**config.mk**
```make
export PLATFORM = sky130hd
export DESIGN_NAME = lfu_cache_table_core
export DESIGN_NICKNAME = d
export VERILOG_FILES = /design/src/rtl/core/lfu_pkg.sv /design/src/rtl/core/lfu_cache_table_core.sv /design/src/rtl/core/lfu_cell.sv
export SDC_FILE = /design/constraint.sdc
export NUM_CORES = 2
export LEC_CHECK = 0
export CAP_MARGIN = 20
export CORE_MARGIN = 4
export CORE_UTILIZATION = 45
export CTS_CLUSTER_SIZE = 14
export DETAILED_ROUTE_END_ITERATION = 7
export DONT_BUFFER_PORTS = 1
export PLACE_DENSITY_LB_ADDON = 0.05
export SLEW_MARGIN = 10
export SYNTH_ARGS = -nofsm -noshare
export SYNTH_HDL_FRONTEND = slang
export SYNTH_SLANG_ARGS = --single-unit
```
**constraint.sdc**
```tcl
create_clock -name clk -period 7.3 [get_ports clk]
set_clock_uncertainty 0.05 [all_clocks]
set_input_delay 0.365 -clock clk [delete_from_list [all_inputs] [get_ports clk]]
set_output_delay 0.365 -clock clk [all_outputs]
set_load 0.01 [all_outputs]
```
**src/rtl/core/lfu_pkg.sv**
```systemverilog
`default_nettype none
// ----------------------------------------------------------------------------
// lfu_pkg
// Beat types and cell command shared by the LFU cache table core and its cells.
// ----------------------------------------------------------------------------
package lfu_pkg;

    localparam int unsigned KEY_W   = 32;
    localparam int unsigned VALUE_W = 32;

    localparam logic FUNC_GET = 1'b0;
    localparam logic FUNC_PUT = 1'b1;

    typedef struct packed {
        logic                      func;
        logic [KEY_W-1:0]          lookup_key;
        logic signed [VALUE_W-1:0] write_value;
    } req_t;

    typedef struct packed {
        logic                      hit;
        logic signed [VALUE_W-1:0] read_value;
        logic                      evicted;
    } rsp_t;

    // per-cell update command
    typedef struct packed {
        logic load;   // take the request as a new entry, count 1
        logic shift;  // take the entry of the next cell up
        logic upd;    // hit: bump count, overwrite value on put
        logic put;    // request is a put
    } cell_cmd_t;

endpackage : lfu_pkg
`default_nettype wire

```
**src/rtl/core/lfu_cache_table_core.sv**
```systemverilog
`default_nettype none
// ----------------------------------------------------------------------------
// lfu_cache_table_core
// Fully associative key-value cache with least-frequently-used replacement,
// built as a row of slot cells that compare in parallel and shift downward.
// ----------------------------------------------------------------------------
// channel | dir | handshake             | beat
// req     | in  | req_valid / req_ready | lfu_pkg::req_t (func, key, value)
// rsp     | out | rsp_valid / rsp_ready | lfu_pkg::rsp_t (hit, value, evicted)
//
// Get, put hit and put into a non-full table: accept, then parallel compare and
// commit. Put miss on a full table: accept, compare, least-count scan, then
// evict and commit; the scan walks the cell row one cell per cycle.
// Reset empties the table at once (fill level to zero); no clearing pass.
// A held result stalls commit of the next beat only; a new beat is accepted
// while the result register still waits.
// ----------------------------------------------------------------------------
module lfu_cache_table_core #(
    parameter int ENTRIES    = 8,
    parameter int COUNT_BITS = 16
) (
    input  wire                 clk,
    input  wire                 rst_n,
    input  wire                 req_valid,
    output logic                req_ready,
    input  wire lfu_pkg::req_t  req,
    output logic                rsp_valid,
    input  wire                 rsp_ready,
    output lfu_pkg::rsp_t       rsp
);
    import lfu_pkg::*;

    localparam int IDX_W  = (ENTRIES > 1) ? $clog2(ENTRIES) : 1;
    localparam int FILL_W = $clog2(ENTRIES + 1);

    typedef enum logic [1:0] {S_IDLE, S_LOOK, S_SCAN, S_EVICT} state_t;

    state_t            state_reg, state_next;
    req_t              req_reg, req_next;
    logic [FILL_W-1:0] fill_reg, fill_next;
    logic [IDX_W-1:0]  victim_reg, victim_next;
    logic              rsp_valid_reg, rsp_valid_next;
    rsp_t              rsp_reg, rsp_next;

    logic [KEY_W-1:0]      key_w   [ENTRIES];
    logic [VALUE_W-1:0]    value_w [ENTRIES];
    logic [COUNT_BITS-1:0] count_w [ENTRIES];
    logic [ENTRIES-1:0]    match_w;
    logic [ENTRIES-1:0]    tok_w;
    logic [COUNT_BITS-1:0] scnt_w  [ENTRIES];
    logic [IDX_W-1:0]      sidx_w  [ENTRIES];
    cell_cmd_t             cmd_w   [ENTRIES];

    logic               slot_free;
    logic               hit_any;
    logic               full;
    logic [VALUE_W-1:0] rd_value;
    logic               hit_do;
    logic               append_do;
    logic               evict_do;
    logic               scan_start;

    assign slot_free = !rsp_valid_reg || rsp_ready;
    assign hit_any   = |match_w;
    assign full      = (fill_reg == FILL_W'(ENTRIES));
    assign hit_do    = (state_reg == S_LOOK) && hit_any && slot_free;
    assign append_do = (state_reg == S_LOOK) && !hit_any && (req_reg.func == FUNC_PUT)
                       && !full && slot_free;
    assign evict_do  = (state_reg == S_EVICT) && slot_free;
    assign scan_start = (state_reg == S_LOOK) && !hit_any && (req_reg.func == FUNC_PUT)
                        && full;

    always_comb
    begin
        rd_value = '0;
        for (int i = 0; i < ENTRIES; i++)
        begin
            rd_value = rd_value | (value_w[i] & {VALUE_W{match_w[i]}});
        end
    end

    for (genvar g = 0; g < ENTRIES; g++)
    begin : g_cell
        logic [KEY_W-1:0]      nk;
        logic [VALUE_W-1:0]    nv;
        logic [COUNT_BITS-1:0] nc;
        logic                  ti;
        logic [COUNT_BITS-1:0] ci;
        logic [IDX_W-1:0]      ii;

        if (g == ENTRIES - 1)
        begin : g_top
            assign nk = '0;
            assign nv = '0;
            assign nc = '0;
        end
        else
        begin : g_mid
            assign nk = key_w[g+1];
            assign nv = value_w[g+1];
            assign nc = count_w[g+1];
        end

        if (g == 0)
        begin : g_first
            assign ti = scan_start;
            assign ci = '0;
            assign ii = '0;
        end
        else
        begin : g_rest
            assign ti = tok_w[g-1];
            assign ci = scnt_w[g-1];
            assign ii = sidx_w[g-1];
        end

        always_comb
        begin
            cmd_w[g].put   = (req_reg.func == FUNC_PUT);
            cmd_w[g].upd   = hit_do && match_w[g];
            cmd_w[g].shift = evict_do && (g < ENTRIES - 1) && (IDX_W'(g) >= victim_reg);
            cmd_w[g].load  = (append_do && (fill_reg == FILL_W'(g)))
                             || (evict_do && (g == ENTRIES - 1));
        end

        lfu_cell #(
            .COUNT_BITS (COUNT_BITS),
            .IDX_W      (IDX_W),
            .CELL_IDX   (g)
        ) u_cell (
            .clk         (clk),
            .rst_n       (rst_n),
            .cmd         (cmd_w[g]),
            .valid       (FILL_W'(g) < fill_reg),
            .req_key     (req_reg.lookup_key),
            .req_value   (req_reg.write_value),
            .nxt_key     (nk),
            .nxt_value   (nv),
            .nxt_count   (nc),
            .key         (key_w[g]),
            .value       (value_w[g]),
            .count       (count_w[g]),
            .match       (match_w[g]),
            .scan_tok_in (ti),
            .scan_cnt_in (ci),
            .scan_idx_in (ii),
            .scan_tok    (tok_w[g]),
            .scan_cnt    (scnt_w[g]),
            .scan_idx    (sidx_w[g])
        );
    end

    assign req_ready = (state_reg == S_IDLE);

    always_comb
    begin
        state_next     = state_reg;
        req_next       = req_reg;
        fill_next      = fill_reg;
        victim_next    = victim_reg;
        rsp_valid_next = rsp_valid_reg && !rsp_ready;
        rsp_next       = rsp_reg;
        unique case (state_reg)
            S_IDLE:
            begin
                if (req_valid)
                begin
                    req_next   = req;
                    state_next = S_LOOK;
                end
            end
            S_LOOK:
            begin
                if (scan_start)
                begin
                    state_next = S_SCAN;
                end
                else if (slot_free)
                begin
                    rsp_valid_next     = 1'b1;
                    rsp_next.hit       = hit_any;
                    rsp_next.read_value = (hit_any && (req_reg.func == FUNC_GET))
                                          ? $signed(rd_value) : '0;
                    rsp_next.evicted   = 1'b0;
                    if (append_do)
                    begin
                        fill_next = fill_reg + FILL_W'(1);
                    end
                    state_next = S_IDLE;
                end
            end
            S_SCAN:
            begin
                if (tok_w[ENTRIES-1])
                begin
                    victim_next = sidx_w[ENTRIES-1];
                    state_next  = S_EVICT;
                end
            end
            S_EVICT:
            begin
                if (slot_free)
                begin
                    rsp_valid_next      = 1'b1;
                    rsp_next.hit        = 1'b0;
                    rsp_next.read_value = '0;
                    rsp_next.evicted    = 1'b1;
                    state_next          = S_IDLE;
                end
            end
            default:
            begin
                state_next = S_IDLE;
            end
        endcase
    end

    always_ff @(posedge clk or negedge rst_n)
    begin
        if (!rst_n)
        begin
            state_reg     <= S_IDLE;
            fill_reg      <= '0;
            rsp_valid_reg <= 1'b0;
        end
        else
        begin
            state_reg     <= state_next;
            fill_reg      <= fill_next;
            rsp_valid_reg <= rsp_valid_next;
        end
    end

    always_ff @(posedge clk)
    begin
        req_reg    <= req_next;
        victim_reg <= victim_next;
        rsp_reg    <= rsp_next;
    end

    assign rsp_valid = rsp_valid_reg;
    assign rsp       = rsp_reg;

endmodule : lfu_cache_table_core
`default_nettype wire

```
**src/rtl/core/lfu_cell.sv**
```systemverilog
`default_nettype none
// ----------------------------------------------------------------------------
// lfu_cell
// One table slot: key, value and use count, local key compare, one stage of
// the least-count scan that runs from cell 0 upward one cell per cycle.
// ----------------------------------------------------------------------------
module lfu_cell #(
    parameter int COUNT_BITS = 16,
    parameter int IDX_W      = 3,
    parameter int CELL_IDX   = 0
) (
    input  wire                            clk,
    input  wire                            rst_n,
    input  wire lfu_pkg::cell_cmd_t        cmd,
    input  wire                            valid,
    input  wire [lfu_pkg::KEY_W-1:0]       req_key,
    input  wire [lfu_pkg::VALUE_W-1:0]     req_value,
    input  wire [lfu_pkg::KEY_W-1:0]       nxt_key,
    input  wire [lfu_pkg::VALUE_W-1:0]     nxt_value,
    input  wire [COUNT_BITS-1:0]           nxt_count,
    output logic [lfu_pkg::KEY_W-1:0]      key,
    output logic [lfu_pkg::VALUE_W-1:0]    value,
    output logic [COUNT_BITS-1:0]          count,
    output logic                           match,
    input  wire                            scan_tok_in,
    input  wire [COUNT_BITS-1:0]           scan_cnt_in,
    input  wire [IDX_W-1:0]                scan_idx_in,
    output logic                           scan_tok,
    output logic [COUNT_BITS-1:0]          scan_cnt,
    output logic [IDX_W-1:0]               scan_idx
);
    import lfu_pkg::*;

    logic [KEY_W-1:0]      key_reg,   key_next;
    logic [VALUE_W-1:0]    value_reg, value_next;
    logic [COUNT_BITS-1:0] count_reg, count_next;
    logic                  tok_reg;
    logic [COUNT_BITS-1:0] min_cnt_reg, min_cnt_next;
    logic [IDX_W-1:0]      min_idx_reg, min_idx_next;
    logic                  take_own;

    assign match = valid && (key_reg == req_key);

    always_comb
    begin
        key_next   = key_reg;
        value_next = value_reg;
        count_next = count_reg;
        priority if (cmd.load)
        begin
            key_next   = req_key;
            value_next = req_value;
            count_next = COUNT_BITS'(1);
        end
        else if (cmd.shift)
        begin
            key_next   = nxt_key;
            value_next = nxt_value;
            count_next = nxt_count;
        end
        else if (cmd.upd)
        begin
            if (cmd.put)
            begin
                value_next = req_value;
            end
            if (count_reg != {COUNT_BITS{1'b1}})
            begin
                count_next = count_reg + COUNT_BITS'(1);
            end
        end
    end

    // strict less keeps the oldest entry on equal counts
    assign take_own = (CELL_IDX == 0) || (count_reg < scan_cnt_in);

    always_comb
    begin
        min_cnt_next = min_cnt_reg;
        min_idx_next = min_idx_reg;
        if (scan_tok_in)
        begin
            min_cnt_next = take_own ? count_reg : scan_cnt_in;
            min_idx_next = take_own ? IDX_W'(CELL_IDX) : scan_idx_in;
        end
    end

    always_ff @(posedge clk)
    begin
        key_reg     <= key_next;
        value_reg   <= value_next;
        count_reg   <= count_next;
        min_cnt_reg <= min_cnt_next;
        min_idx_reg <= min_idx_next;
    end

    always_ff @(posedge clk or negedge rst_n)
    begin
        if (!rst_n)
        begin
            tok_reg <= 1'b0;
        end
        else
        begin
            tok_reg <= scan_tok_in;
        end
    end

    assign key      = key_reg;
    assign value    = value_reg;
    assign count    = count_reg;
    assign scan_tok = tok_reg;
    assign scan_cnt = min_cnt_reg;
    assign scan_idx = min_idx_reg;

endmodule : lfu_cell
`default_nettype wire

```
==> results.yml <==
clock_tree:
  clock-sinks: 886
  cts_made_buffers: 100
  cts_resized: 0
  cts-htree-levels: 3
  cts_tree: "done"
  cts.clk_slew.worst_paths_ns: 0.06
  cts_root_buf: "clkbuf_16"
  cts_setup_buffers: 0
  cts_buffer_depth: 3
  clock_latency_ns: 0.69
  hold_buffers: 67
finish:
  area_growth_pct: 11.9
  final_common_cell: "nand2_1"
  finalNetCount: 3990
  layout-drive-gt1-share_pct: 15.3
  layout_common_cells: "nand2_1, edfxtp_1, mux2_2"
floorplan:
  start_util_pct: 45.6
  die_area_um2: 103000
  dieHeight_um: 322
  dieWidth_um: 322
  core.rowCount: 114
  core_area_um2: 97100
  pin_count: 105
critical_path:
  crit_family: "simple AND/OR/NAND/NOR gates"
  crit_slowest_cell: "edfxtp_1"
  start_kind: "register"
  cp.arrival_ns: 5.47
  cp-end-kind: "register"
  path_cells: "xnor2_1 -> nand4_1 -> nor4_1 -> and3_2 -> buf_4 -> or4_1 -> nor3_4 -> nand3_4 -> nand2_1 -> buf_4"
  rr_startpoint: "req_reg[53]"
  crit_buf_inv: 2
  rr_worst_depth: 10
  cp.required_ns: 7.59
  path_depth: 10
  critPathMaxStageDelay_ns: 1.07
  worstPathMaxFanout: 38
  regToRegSetupSlack_ns: 2.12
  critical_path.endpoint: "g_cell[1].u_cell.key[13]"
  startpoint: "req_reg[53]"
  crit_top_cell: "buf_4"
  crit_type: "reg2reg"
  rr_endpoint: "g_cell[1].u_cell.key[13]"
logic_synthesis:
  yosysSeqAreaShare_pct: 57.0
  synth_area_per_cell_um2: 11.6
  synth_simple_gate_area_share_pct: 13.2
  synth.distinct_cells: 74
  muxShareOfSynthArea_pct: 8.60
  synth_warnings: 0
  synthAdderAreaFrac_pct: 3.28
  synth-compound-area-share_pct: 7.67
  ys_seq_elements: 886
  synth.net_count: 3986
  synth-main-ff-cell: "edfxtp_1"
  async_flop_share_pct: 1.69
  mappedNetlistArea_um2: 44300
  synth_xor_area_share_pct: 6.47
  synth_cells: 3801
  synth_top_family_by_area: "simple AND/OR/NAND/NOR gates"
  synth_edf_count: 743
detailed_routing:
  avgViaCountPerCell: 5.75
  drtAntennaViolNets: 0
  drt-pass1-iter-count: 5
  dr_total_vias: 29731
  drcViolationCount: 0
  drt_wl_total_um: 127000
  drt_iter0_markers: 2826
  wl_per_cell_um: 24.6
power_and_ir_drop:
  powerDensity_nw_per_um2: 333
  p_leak_uw: 0.0187
  max-vdd-ir-drop_v: 0.000206
sta:
  slew_viol_final: 0
  fin_tns_setup_ns: 0
  tightestPinTransition_ns: 1.13
  max_freq_mhz: 193
  hold_viol: 0
  slew_headroom_pct: 24.8
  fin_crit_sh_pct: 70.9
  rsz0062_at_grt: "no"
  whs_ns: 0.0973
  setup_viol: 0
  period_minus_slack_ns: 5.18
  fin_ws_ns: 2.12
hold_path:
  hold_path_class: "in2reg"
global_route:
  groute.usage.overall_pct: 24.4
  grt_overflow: 0
  antenna_found_initial: 8
  grt_pass1_wl_um: 192000
  grt_pass1_vias: 30000
  grt_max_degree: 66
place:
  hpwlAfterDp_um: 82800
  port_buffers: 0
  place_ws_ns: 2.14
  gp_congestion: 0.871
run:
  cap_viol_max_count: 0
status:
  status: "finished clean"
cell families (layout without fill, tap and decap cells):
kind of cell,count (synthesis),in the layout
and+or+nand+nor,1310,1310
other,0,1
AOI/OAI and AO/OA,479,479
buffers and inverters,354,444
adders and majority gates,116,116
muxes,329,329
xor gates and xnor gates,327,327
DFF,886,886
synthesized netlist by cell type, drive strengths merged, types with 43 or more instances:
library cell	instances	area [µm²]
a211oi	53	398
a21o	59	443
a21oi	70	350
a22oi	67	503
a31oi	43	269
buf	109	738
clkbuf	117	440
dfxtp	128	2560
edfxtp	743	22300
ha	116	1450
inv	128	480
mux2	319	3710
nand2	780	2930
nand3	68	370
nand4	78	488
nor2	155	589
nor3	57	302
o21ai	55	275
xnor2	193	1690
xor2	134	1170
layer usage:
metal	global-route usage (%)	vias up	part of all wire, %
met4	6.36	2	2.5
li1	-	13744	-
met5	0	-	0.010
met1	33.4	14818	44
met3	3.67	208	6.0
met2	40.8	959	48
power by group:
group	total (µW)	leakage (µW)	internal (µW)	switching, µW
clock	5280	0.00165	3130	2140
sequential	7760	0.00803	6640	1120
combinational	3470	0.00898	1530	1940
total	16500	0.0187	11300	5210
stage by stage:
stage               instances  util (%)  total power [µW]  cell area, µm²
floorplan                3801         -              9950           44300
global placement         4904      46.7             11200           45300
detailed placement       4908      46.7             11300           45400
CTS                      5163      50.9             16600           49500
global route             5167      51.0             17300           49500
finish                   5168      51.0             16500           49500
worst min-delay path by stage:
stage | end | startpoint | cells after the start | slack [ns]
final | state_reg[0] | req_valid | 4 | 0.1
after CTS | state_reg[0] | req_valid | 4 | 0.05
after global routing | state_reg[0] | req_valid | 4 | 0.08
after floorplan | fill_reg[0] | rst_n | 0 | 0.02
after detailed placement | g_cell[1].u_cell.scan_tok | rst_n | 0 | 0.02
after global placement | g_cell[1].u_cell.scan_tok | rst_n | 0 | 0.02
layout make-up:
cell class              count  area [µm²]
diodes                      1        2.50
clock buffers             127        2620
clock inverters            61         807
fillers                  8496       47600
inverters                 128         480
multi-input cells        2561       17600
flip-flops and latches    886       25200
well taps                1276        1600
repair buffers            128        1190
worst min-delay path, delay by kind of cell:
family	cells	cell delay [ns]
simple gates	1	0.08
compound gates	2	0.24
buf+inv	1	0.10
No activity file was read; power rests on OpenSTA's default activity.
